`src/cau_pkg.sv`:
```
`default_nettype none
// ----------------------------------------------------------------------------
// cau_pkg: shared types and helpers of the complex arithmetic unit
// Word format, command and response records, and saturation helpers.
// ----------------------------------------------------------------------------
package cau_pkg;

	localparam int WORD_BITS = 32;
	localparam int FRAC_BITS = 16;
	localparam int EXP_BITS  = 8;

	// Accumulator width: holds a sum of two full products with headroom.
	localparam int ACC_BITS = 2 * WORD_BITS + 2;
	// Dividend width of the iterative unit: magnitude shifted up by the fraction.
	localparam int DVD_BITS = 2 * WORD_BITS + FRAC_BITS;
	localparam int CNT_BITS = $clog2(DVD_BITS + 1);

	localparam logic [2:0] ACT_ADD = 3'd0;
	localparam logic [2:0] ACT_SUB = 3'd1;
	localparam logic [2:0] ACT_MUL = 3'd2;
	localparam logic [2:0] ACT_DIV = 3'd3;
	localparam logic [2:0] ACT_POW = 3'd4;
	localparam logic [2:0] ACT_MOD = 3'd5;

	localparam logic [1:0] ST_OK   = 2'd0;
	localparam logic [1:0] ST_OVF  = 2'd1;
	localparam logic [1:0] ST_DIV0 = 2'd2;

	typedef struct packed {
		logic [2:0]                  action;
		logic signed [WORD_BITS-1:0] a_re;
		logic signed [WORD_BITS-1:0] a_im;
		logic signed [WORD_BITS-1:0] b_re;
		logic signed [WORD_BITS-1:0] b_im;
		logic [EXP_BITS-1:0]         exponent;
	} cmd_t;

	typedef struct packed {
		logic signed [WORD_BITS-1:0] res_re;
		logic signed [WORD_BITS-1:0] res_im;
		logic [1:0]                  status;
	} rsp_t;

	typedef struct packed {
		logic                 ovf;
		logic [WORD_BITS-1:0] val;
	} sat_t;

	typedef struct packed {
		logic start;
		logic sqrt;
	} it_req_t;

	localparam logic [WORD_BITS-1:0] W_MAX = {1'b0, {(WORD_BITS-1){1'b1}}};
	localparam logic [WORD_BITS-1:0] W_MIN = {1'b1, {(WORD_BITS-1){1'b0}}};

	// Saturate a signed accumulator value to one word.
	function automatic sat_t sat_s(input logic signed [ACC_BITS-1:0] v);
		sat_t r;
		logic hi_ones;
		logic hi_zeros;
		hi_ones  = &v[ACC_BITS-1:WORD_BITS-1];
		hi_zeros = ~|v[ACC_BITS-1:WORD_BITS-1];
		r.ovf = !(hi_ones || hi_zeros);
		if (r.ovf) r.val = v[ACC_BITS-1] ? W_MIN : W_MAX;
		else r.val = v[WORD_BITS-1:0];
		return r;
	endfunction

	// Saturate a sign and magnitude value; big marks magnitude bits lost above.
	function automatic sat_t sat_m(input logic neg, input logic big,
			input logic [WORD_BITS:0] mag);
		sat_t r;
		if (!neg) begin
			r.ovf = big | mag[WORD_BITS] | mag[WORD_BITS-1];
			r.val = r.ovf ? W_MAX : mag[WORD_BITS-1:0];
		end else begin
			r.ovf = big | mag[WORD_BITS] | (mag[WORD_BITS-1] & (|mag[WORD_BITS-2:0]));
			r.val = r.ovf ? W_MIN : (~mag[WORD_BITS-1:0] + 1'b1);
		end
		return r;
	endfunction

endpackage
`default_nettype wire

```
`src/cau_iter.sv`:
```
`default_nettype none
// ----------------------------------------------------------------------------
// cau_iter: bit-serial divider and square root
// Restoring division one quotient bit a cycle, or digit-by-digit square root
// one root bit a cycle, both through one shared compare and subtract.
// ----------------------------------------------------------------------------
module cau_iter (
	input  wire                               clk,
	input  wire                               arst_n,
	input  cau_pkg::it_req_t                  req,
	input  wire [2*cau_pkg::WORD_BITS-1:0]    num,
	input  wire [2*cau_pkg::WORD_BITS-1:0]    den,
	output logic                              done,
	output logic [cau_pkg::WORD_BITS:0]       quo,
	output logic                              big
);
	import cau_pkg::*;

	localparam int RW = ACC_BITS;

	logic                    run_q;
	logic                    sqrt_q;
	logic [CNT_BITS-1:0]     cnt_q;
	logic [DVD_BITS-1:0]     sh_q;
	logic [RW-1:0]           rem_q;
	logic [WORD_BITS:0]      q_q;
	logic                    big_q;
	logic [2*WORD_BITS-1:0]  den_q;
	logic                    done_q;

	logic [RW-1:0] rs;
	logic [RW-1:0] cmpv;
	logic          ge;

	always_comb begin
		if (sqrt_q) begin
			rs   = {rem_q[RW-3:0], sh_q[DVD_BITS-1:DVD_BITS-2]};
			cmpv = {{(RW-WORD_BITS-3){1'b0}}, q_q, 2'b01};
		end else begin
			rs   = {rem_q[RW-2:0], sh_q[DVD_BITS-1]};
			cmpv = {{(RW-2*WORD_BITS){1'b0}}, den_q};
		end
		ge = rs >= cmpv;
	end

	always_ff @(posedge clk or negedge arst_n) begin
		if (!arst_n) begin
			run_q  <= 1'b0;
			done_q <= 1'b0;
			sqrt_q <= 1'b0;
			cnt_q  <= '0;
		end else begin
			done_q <= 1'b0;
			if (req.start) begin
				run_q  <= 1'b1;
				sqrt_q <= req.sqrt;
				cnt_q  <= req.sqrt ? CNT_BITS'(WORD_BITS) : CNT_BITS'(DVD_BITS);
				sh_q   <= {num, {FRAC_BITS{1'b0}}};
				den_q  <= den;
				rem_q  <= '0;
				q_q    <= '0;
				big_q  <= 1'b0;
			end else if (run_q) begin
				rem_q <= ge ? (rs - cmpv) : rs;
				q_q   <= {q_q[WORD_BITS-1:0], ge};
				big_q <= big_q | q_q[WORD_BITS];
				sh_q  <= sqrt_q ? (sh_q << 2) : (sh_q << 1);
				cnt_q <= cnt_q - 1'b1;
				if (cnt_q == CNT_BITS'(1)) begin
					run_q  <= 1'b0;
					done_q <= 1'b1;
				end
			end
		end
	end

	assign done = done_q;
	assign quo  = q_q;
	assign big  = big_q;

endmodule
`default_nettype wire

```
`config.mk`:
```
export PLATFORM = sky130hd
export DESIGN_NAME = cau_iter
export DESIGN_NICKNAME = d
export VERILOG_FILES = /design/src/cau_pkg.sv /design/src/cau_iter.sv
export SDC_FILE = /design/constraint.sdc
export NUM_CORES = 1
export LEC_CHECK = 0
export BUFFER_PORTS_ARGS = -buffer_cell sky130_fd_sc_hd__buf_2
export CAP_MARGIN = 15
export CELL_PAD_IN_SITES_DETAIL_PLACEMENT = 1
export CELL_PAD_IN_SITES_GLOBAL_PLACEMENT = 2
export CORE_UTILIZATION = 42
export CTS_CLUSTER_DIAMETER = 100
export DETAILED_ROUTE_END_ITERATION = 10
export GPL_ROUTABILITY_DRIVEN = 0
export PLACE_DENSITY = 0.91
export RECOVER_POWER = 25
export SLEW_MARGIN = 30
export SYNTH_ARGS = -nofsm -noshare
export SYNTH_HDL_FRONTEND = slang
export SYNTH_SLANG_ARGS = --single-unit
export TNS_END_PERCENT = 100
```
`constraint.sdc`:
```
create_clock -name clk -period 11.4 [get_ports clk]
set_clock_uncertainty 0.2 [all_clocks]
set_input_delay 1.71 -clock clk [delete_from_list [all_inputs] [get_ports clk]]
set_output_delay 1.71 -clock clk [all_outputs]
set_load 0.05 [all_outputs]
```
After elaboration in Yosys (flattened, before gate mapping)
Index checks and enable logic that the tools add are counted.
{"block": "op_classes", "div": 0, "bitwise": 1, "reduce_logical": 3, "eq_ne": 1, "order_cmp": 1, "n_addsub": 2, "multipliers": 0, "shift": 0, "muxes": 18}
{"operator": "$mux W80", "count": 3}
{"operator": "$mux W66", "count": 3}
{"operator": "$ge A66 B66 Y1", "count": 1}
{"operator": "$sub A66 B66 Y66", "count": 1}
{"operator": "$mux W64", "count": 1}
{"operator": "$mux W33", "count": 1}
{"operator": "$mux W7", "count": 3}
{"operator": "$eq A7 B1 Y1 const B", "count": 1}
{"operator": "$mux W1", "count": 7}
{"operator": "$sub A7 B1 Y7 const B", "count": 1}
{"operator": "$reduce_and A2 Y1", "count": 2}
{"operator": "$reduce_bool A2 Y1", "count": 1}
{"operator": "$or A1 B1 Y1", "count": 1}
{"block": "totals", "latchBits": 0, "n_memories": 0, "elab_cells": 36, "ram_bits": 0, "rom_bits": 0, "inputBits": 132, "ff_bits": 254}

Longest topological paths before layout
Gate-level depths: netlist of run 1.
{"block": "logic_depth", "ltp_word": 4, "mapped_depth": 21, "mapped_depth_nobuf": 14}

Worst setup path before layout of run 1
No wires, ideal clock.
{"block": "synth_path", "kind": "input port to flip-flop", "startpoint": "in req[1] (netlist bit)", "endpoint": "reg sh_q[16], enable pin", "t_required_ns": 10.707, "stages": 3, "arrival_ns": 4.884, "setup_time_ns": 0.493, "path_buffers": 1, "setup_slack_ns": 5.823, "path_cell_list": "clkbuf_1 -> nor2_1 -> nor2b_1"}
{"block": "synth_between", "elab_chain_cells": 2}
{"item": "from (decl)", "line_no": "cau_iter.sv:10", "source": "input cau_pkg::it_req_t req,"}
{"item": "$reduce_bool A2 Y1 (no line)"}
{"item": "$reduce_and A2 Y1 (no line)"}
{"item": "to (signal assigned)", "line_no": "cau_iter.sv:58", "source": "sh_q <= {num, {FRAC_BITS{1'b0}}};"}
{"item": "to (signal assigned)", "line_no": "cau_iter.sv:67", "source": "sh_q <= sqrt_q ? (sh_q << 2) : (sh_q << 1);"}
{"item": "to (decl)", "line_no": "cau_iter.sv:24", "source": "logic [DVD_BITS-1:0] sh_q;"}
Every way passes these cells.
A chain may end at the register's enable or synchronous reset.

Worst setup path after layout of run 1
{"block": "layout_path", "startpoint": "in req[1] (netlist bit)", "endpoint": "reg den_q[33], enable pin"}
{"block": "layout_between", "elab_chain_cells": 1}
{"item": "$reduce_and A2 Y1 (no line)"}
{"item": "to (signal assigned)", "line_no": "cau_iter.sv:59", "source": "den_q <= den;"}
{"item": "to (decl)", "line_no": "cau_iter.sv:28", "source": "logic [2*WORD_BITS-1:0] den_q;"}
Every way passes these cells.

==> qor.txt, run 1 <==
Worst setup margin = 4.843 ns
Core Rows = 73
Worst VDD drop = 0.1438 mV
Worst rel slew slack = -184.2%
Post-CTS Setup Inserts = 0
Post-route antenna net violation count = 0
Final Util = 47.64%
Port Buffers = 166
Cts hold-fix bufs = 0
Status = finished with violations
Vias = 13,110
N_diodes = 0
Hold_sp = rem_q[64]
CTS tree = done
Finished layout cell area = 18,930 um^2
Grt ovf = 0
Leading cell type in the layout, fill and taps excluded = edfxtp_1
Clock Pin Slew Worst Setup and Hold Paths = 0.07 ns
# setup viols final = 0
Arrival time worst endpoint = 6.59 ns
Synth Register Bits = 253
Failing checks = max-capacitance violations, max-slew violations
Yosys cell types = 77
# H-tree levels = 1
Setup crit end kind = register
Area Overhead vs Synth = 11.99%
Reg2Reg Setup Slack = 5.76 ns
Synthesized area = 16,900 um^2
Post-route DRC = 0
Max-cap violations = 3
Worst Setup Start Kind = input port
FF-to-FF Start = sqrt_q
Placeable Area = 39,730 um^2
Die area = 41,050 um^2
Die outline height = 202.6 um
Crit path kind = input port to register
RSZ-0062 raised after global routing = no
All-layer global routing usage = 22.30%
PnR Total Power = 4.398 mW
CP Data Required Time = 11.44 ns
Root buf cell = clkbuf_16
Initial antenna violation count = 0
DR vias/cell = 5.763
Vias in the first global route = 13,690
PwrDens = 232.4 nW/um^2
Crit path launch = req[1]
Wire per inst = 20.40 um
YS warnings = 0
CTS Buf Count = 30
Post-synthesis sequential area ratio = 44.66%
Leakage = 7.745 nW
Die W = 202.6 um
Final period util = 57.52%
Most frequent cells in the layout = edfxtp_1, nand2_1, mux2i_1
Worst slew pin tran = 4.263 ns
Layout cell share with drive strength beyond 1 = 18.51%
# resized after CTS = 0
Final Hold Viols = 0
CP max FO = 83
Initial DRC count = 786
EDFF count, synth = 243
Max Freq = 0.1525 GHz
Clock sinks = 253
Largest net degree at the start of global routing = 97
Final WL = 46,420 um
Pre-CTS WS = 5.832 ns
Min Clock Period, post-route = 6.557 ns
Final slew viol count = 170
Dpl cell area = 18,000 um^2
HPWL after DPL = 32,610 um
Cell count after synthesis = 1,629
Synth Flop Type = edfxtp_1
Initial Util = 42.54%
Async SR Flop Fraction = 3.953%
Min-Delay Path Class = register to register
Clock buffer depth = 3
DR pass1 iterations = 4
First-pass GRT wire length = 74,730 um
IO Pins = 167
Total negative slack = 0 ns
Post-synthesis net count = 1,828
Worst skew pair latency = 0.59 ns
Syn avg cell area = 10.38 um^2
Fin nets = 1,927
## critical path, cell delays in order
cell,delay [ns]
clkbuf_1,2.93
and2_0,1.49
buf_16,0.31
## metal layers
metal	GRT usage, %	up-vias	wire, um
li1	-	6300	-
met1	30.64	6488	21970
met2	36.91	259	21680
met3	2.697	63	1704
met4	6.337	0	1059
met5	0	-	0
## logic make-up (layout without fill, tap and decap cells)
kind of cell	count (synthesis)	count (layout)	share of synthesized area [%]
XOR/XNOR	62	62	3.213
AND/OR/NAND/NOR	455	455	11.96
multiplexers	244	244	14.92
buffers and inverters	135	256	3.524
flip-flops	253	253	44.66
AO/OA/AOI/OAI	413	413	16.72
adder cells (fa/ha/maj)	67	67	5.004
## flip-flops by register name (all words and copies together), names as in the netlist
signal  cells
sh_q       80
rem_q      65
den_q      64
quo        33
cnt_q       7
big         1
done        1
run_q       1
sqrt_q      1
## per-stage QoR
step	hold slack, ns	instances
global placement	0.3460	2220
finish	0.3806	2275
CTS	0.3797	2274
floorplan	0.3255	1629
global route	0.4184	2275
detailed placement	0.3673	2220
## cell usage after synthesis (5+ instances only)
| cell type | count | area (um^2) |
|---|---|---|
| nor4_1 | 5 | 31.28 |
| o21bai_1 | 16 | 120.1 |
| dfrtp_1 | 10 | 250.2 |
| a311oi_1 | 9 | 78.83 |
| ha_1 | 66 | 825.8 |
| a211o_1 | 5 | 43.79 |
| nand4_1 | 20 | 125.1 |
| inv_1 | 22 | 82.58 |
| nand2_1 | 191 | 716.9 |
| nand3_1 | 23 | 115.1 |
| nor2_1 | 143 | 536.8 |
| a311oi_2 | 8 | 120.1 |
| nor3_1 | 14 | 70.07 |
| a211oi_1 | 55 | 412.9 |
| buf_2 | 17 | 85.08 |
| and3_1 | 11 | 68.82 |
| a31oi_1 | 9 | 56.30 |
| buf_1 | 11 | 41.29 |
| mux2i_1 | 180 | 1802 |
| edfxtp_1 | 243 | 7297 |
| nand2b_1 | 11 | 68.82 |
| xor2_1 | 19 | 166.4 |
| nor2b_1 | 8 | 50.05 |
| o21a_1 | 14 | 105.1 |
| a21oi_1 | 89 | 445.4 |
| mux2_2 | 64 | 720.7 |
| or3_1 | 5 | 31.28 |
| a21o_1 | 33 | 247.7 |
| clkbuf_1 | 72 | 270.3 |
| and2_1 | 7 | 43.79 |
| o21ai_0 | 115 | 575.6 |
| xnor2_1 | 43 | 376.6 |
| buf_6 | 8 | 90.09 |
| a32oi_1 | 5 | 43.79 |
## power breakdown
group	total (mW)	internal, mW	switching, mW
clock network	0.913	0.507	0.406
registers	1.33	1.23	0.107
logic	2.15	0.875	1.28
total	4.40	2.61	1.79
## worst paths after layout
check,cells past startpoint,end
worst min register to register,2,rem_q[64]
min in group asynchronous,1,cnt_q[5]
max in group asynchronous,1,run_q
worst min-delay path,2,rem_q[64]
worst max register to register,13,rem_q[16]
worst max-delay path,3,den_q[33]
## area by class of cell
cell class	count	area, um^2
clock buffers	36	773.2
inverters	23	87.58
well taps	525	656.9
repair buffers	179	944.7
multi-input cells	1241	8768
flip-flops and latches	253	7555
fillers	4385	20810
clock inverters	18	141.4
(Power assumes the default switching activity.)
==> run 2, diff against run 1 <==
--- a/config.mk
+++ b/config.mk
@@ -9,11 +9,11 @@
 export CAP_MARGIN = 15
 export CELL_PAD_IN_SITES_DETAIL_PLACEMENT = 1
 export CELL_PAD_IN_SITES_GLOBAL_PLACEMENT = 2
-export CORE_UTILIZATION = 42
+export CORE_UTILIZATION = 36
 export CTS_CLUSTER_DIAMETER = 100
 export DETAILED_ROUTE_END_ITERATION = 10
 export GPL_ROUTABILITY_DRIVEN = 0
-export PLACE_DENSITY = 0.91
+export PLACE_DENSITY = 0.83
 export RECOVER_POWER = 25
 export SLEW_MARGIN = 30
 export SYNTH_ARGS = -nofsm -noshare
==> constraint.sdc (replaced) <==
create_clock -name clk -period 5.9 [get_ports clk]
set_clock_uncertainty 0.2 [all_clocks]
set_input_delay 0.885 -clock clk [delete_from_list [all_inputs] [get_ports clk]]
set_output_delay 0.885 -clock clk [all_outputs]
set_load 0.05 [all_outputs]
==> qor.txt, run 2 (synthesis results as in run 1) <==
Min-Delay Path Class = input port to register (was register to register)
Pre-CTS WS = 0.5290 ns (was 5.832 ns)
CP Data Required Time = 5.83 ns (was 11.44 ns)
Leading cell type in the layout, fill and taps excluded = edfxtp_1 (unchanged)
Post-route antenna net violation count = 0 (unchanged)
All-layer global routing usage = 19.88% (was 22.30%)
Final WL = 48,180 um (was 46,420 um)
Sequential power share = 29.8% (was 30.3%)
IO Pins = 167 (unchanged)
Worst Setup Start Kind = register (was input port)
N_diodes = 0 (unchanged)
Placeable Area = 46,460 um^2 (was 39,730 um^2)
Die outline height = 218.7 um (was 202.6 um)
Final Hold Viols = 0 (unchanged)
Final period util = 92.75%
Worst skew pair latency = 0.58 ns (was 0.59 ns)
Worst slew pin tran = 4.380 ns (was 4.263 ns)
Largest net degree at the start of global routing = 95 (was 97)
Max reg flops = 80 (unchanged)
Total negative slack = 0 ns (unchanged)
Port Buffers = 166 (unchanged)
Clock Pin Slew Worst Setup and Hold Paths = 0.06 ns (was 0.07 ns)
Cts hold-fix bufs = 0 (unchanged)
Root buf cell = clkbuf_16 (unchanged)
Post-CTS Setup Inserts = 0 (unchanged)
Failing checks = max-capacitance violations, max-slew violations (unchanged)
Area of the multi-input gates = 8771 um^2 (was 8768 um^2)
Fin nets = 1,941 (was 1,927)
Vias = 13,140 (was 13,110)
Sw frac = 40.18% (was 40.72%)
Die area = 47,820 um^2 (was 41,050 um^2)
Gate power share = 48.4% (was 48.9%)
CP max FO = 55 (was 83)
Worst setup margin = 0.4275 ns (was 4.843 ns)
# resized after CTS = 0 (unchanged)
Initial Util = 36.38% (was 42.54%)
Worst VDD drop = 0.2445 mV (was 0.1438 mV)
Busiest grt layer = met2 (unchanged)
Max Freq = 0.1827 GHz
Final slew viol count = 237 (was 170)
Clk pwr share = 21.7% (was 20.7%)
Most frequent cells in the layout = edfxtp_1, nand2_1, mux2i_1 (unchanged)
Crit path kind = register to register (was input port to register)
Reg with most FFs = sh_q (unchanged)
Grt ovf = 0 (unchanged)
Register area = 7551 um^2 (was 7555 um^2)
Arrival time worst endpoint = 5.40 ns (was 6.59 ns)
Status = finished with violations (unchanged)
Int Power = 5.184 mW (was 2.607 mW)
Clock sinks = 253 (unchanged)
Layout cell share with drive strength beyond 1 = 19.20% (was 18.51%)
Worst rel slew slack = -192.0% (was -184.2%)
Wire per inst = 20.30 um (was 20.40 um)
First-pass GRT wire length = 76,270 um (was 74,730 um)
PwrDens = 450.3 nW/um^2 (was 232.4 nW/um^2)
Die W = 218.7 um (was 202.6 um)
Final Util = 41.42% (was 47.64%)
CTS Buf Count = 30 (unchanged)
Setup crit end kind = register (unchanged)
Met1 usage = 27.02% (was 30.64%)
RSZ-0062 raised after global routing = no (unchanged)
Dpl cell area = 18,240 um^2 (was 18,000 um^2)
Met2 Use GR = 33.12% (was 36.91%)
Largest registers = sh_q (80), rem_q (65), den_q (64) (unchanged)
Leakage = 7.866 nW (was 7.745 nW)
DR vias/cell = 5.536 (was 5.763)
Switching pwr = 3.482 mW (was 1.791 mW)
Fill cell count = 5,229 (was 4,385)
Finished layout cell area = 19,240 um^2 (was 18,930 um^2)
CTS tree = done (unchanged)
Post-route DRC = 0 (unchanged)
# setup viols final = 0 (unchanged)
Global Route met3 Usage = 2.074% (was 2.697%)
Initial DRC count = 727 (was 786)
Min Clock Period, post-route = 5.473 ns
DR pass1 iterations = 6 (was 4)
# H-tree levels = 1 (unchanged)
HPWL after DPL = 33,980 um (was 32,610 um)
Initial antenna violation count = 0 (unchanged)
Vias in the first global route = 13,850 (was 13,690)
Clock buffer depth = 3 (unchanged)
Area Overhead vs Synth = 13.86% (was 11.99%)
Max-cap violations = 4 (was 3)
Core Rows = 79 (was 73)
-- run 2: area by class of cell --
type / instances / area share (%)
multi-input combinational: 1241 / 45.58
inverter: 23 / 0.4486
timing repair buffer: 193 / 5.527
clock buffer: 42 / 4.785
sequential: 253 / 39.24
tap: 607 / 3.947
clock inverter: 14 / 0.4746
-- run 2: worst max-delay path, cell delays in order, from the launching register on --
cell and delay [ns]:
dfrtp_4 1.00, buf_4 0.33, mux2_2 0.37, ha_1 0.43, a21oi_1 0.32, inv_1 0.09
a221o_1 0.39, a21o_1 0.21, a221o_1 0.31, nor3_2 0.48, o31ai_1 0.28, nor3b_1 0.21
o31ai_1 0.27, a311oi_1 0.13
-- run 2: worst paths after layout --
| kind | start | to | slack [ns] | depth (start not counted) |
|---|---|---|---|---|
| min in group asynchronous | arst_n | cnt_q[1] | 0.88 | 1 |
| hold reg to reg | cnt_q[6] | done | 0.36 | 2 |
| setup / recovery | sqrt_q | rem_q[60] | 0.43 | 13 |
| setup reg to reg | sqrt_q | rem_q[60] | 0.43 | 13 |
| hold / removal | den[9] | den_q[9] | 0.28 | 1 |
| max in group asynchronous | arst_n | sqrt_q | 0.92 | 2 |
-- run 2: stage by stage --
| step | instances | hold slack (ns) | total power [mW] |
|---|---|---|---|
| finish | 2373 | 0.2799 | 8.665 |
| detailed placement | 2316 | 0.3548 | 6.777 |
| global placement | 2315 | 0.3488 | 6.677 |
| global route | 2373 | 0.2567 | 9.225 |
| CTS | 2372 | 0.09220 | 8.729 |
| floorplan | 1629 | 0.3255 | 5.733 |
-- run 2: metal layers --
metal  wire, um  vias to the layer above
li1           -                     6320
met2      22410                      279
met1      22620                     6457
met3       1880                       80
met5          0                        -
met4       1266                        0
-- run 2: power by group through the flow --
stage | registers [mW] | logic [mW] | clock network (mW)
2_1_floorplan | 2.57 | 3.16 | 0
3_3_place_gp | 2.60 | 4.08 | 0
3_5_place_dp | 2.61 | 4.16 | 0
4_1_cts | 2.58 | 4.20 | 1.95
5_1_grt | 2.62 | 4.61 | 1.99
6_report | 2.59 | 4.20 | 1.88
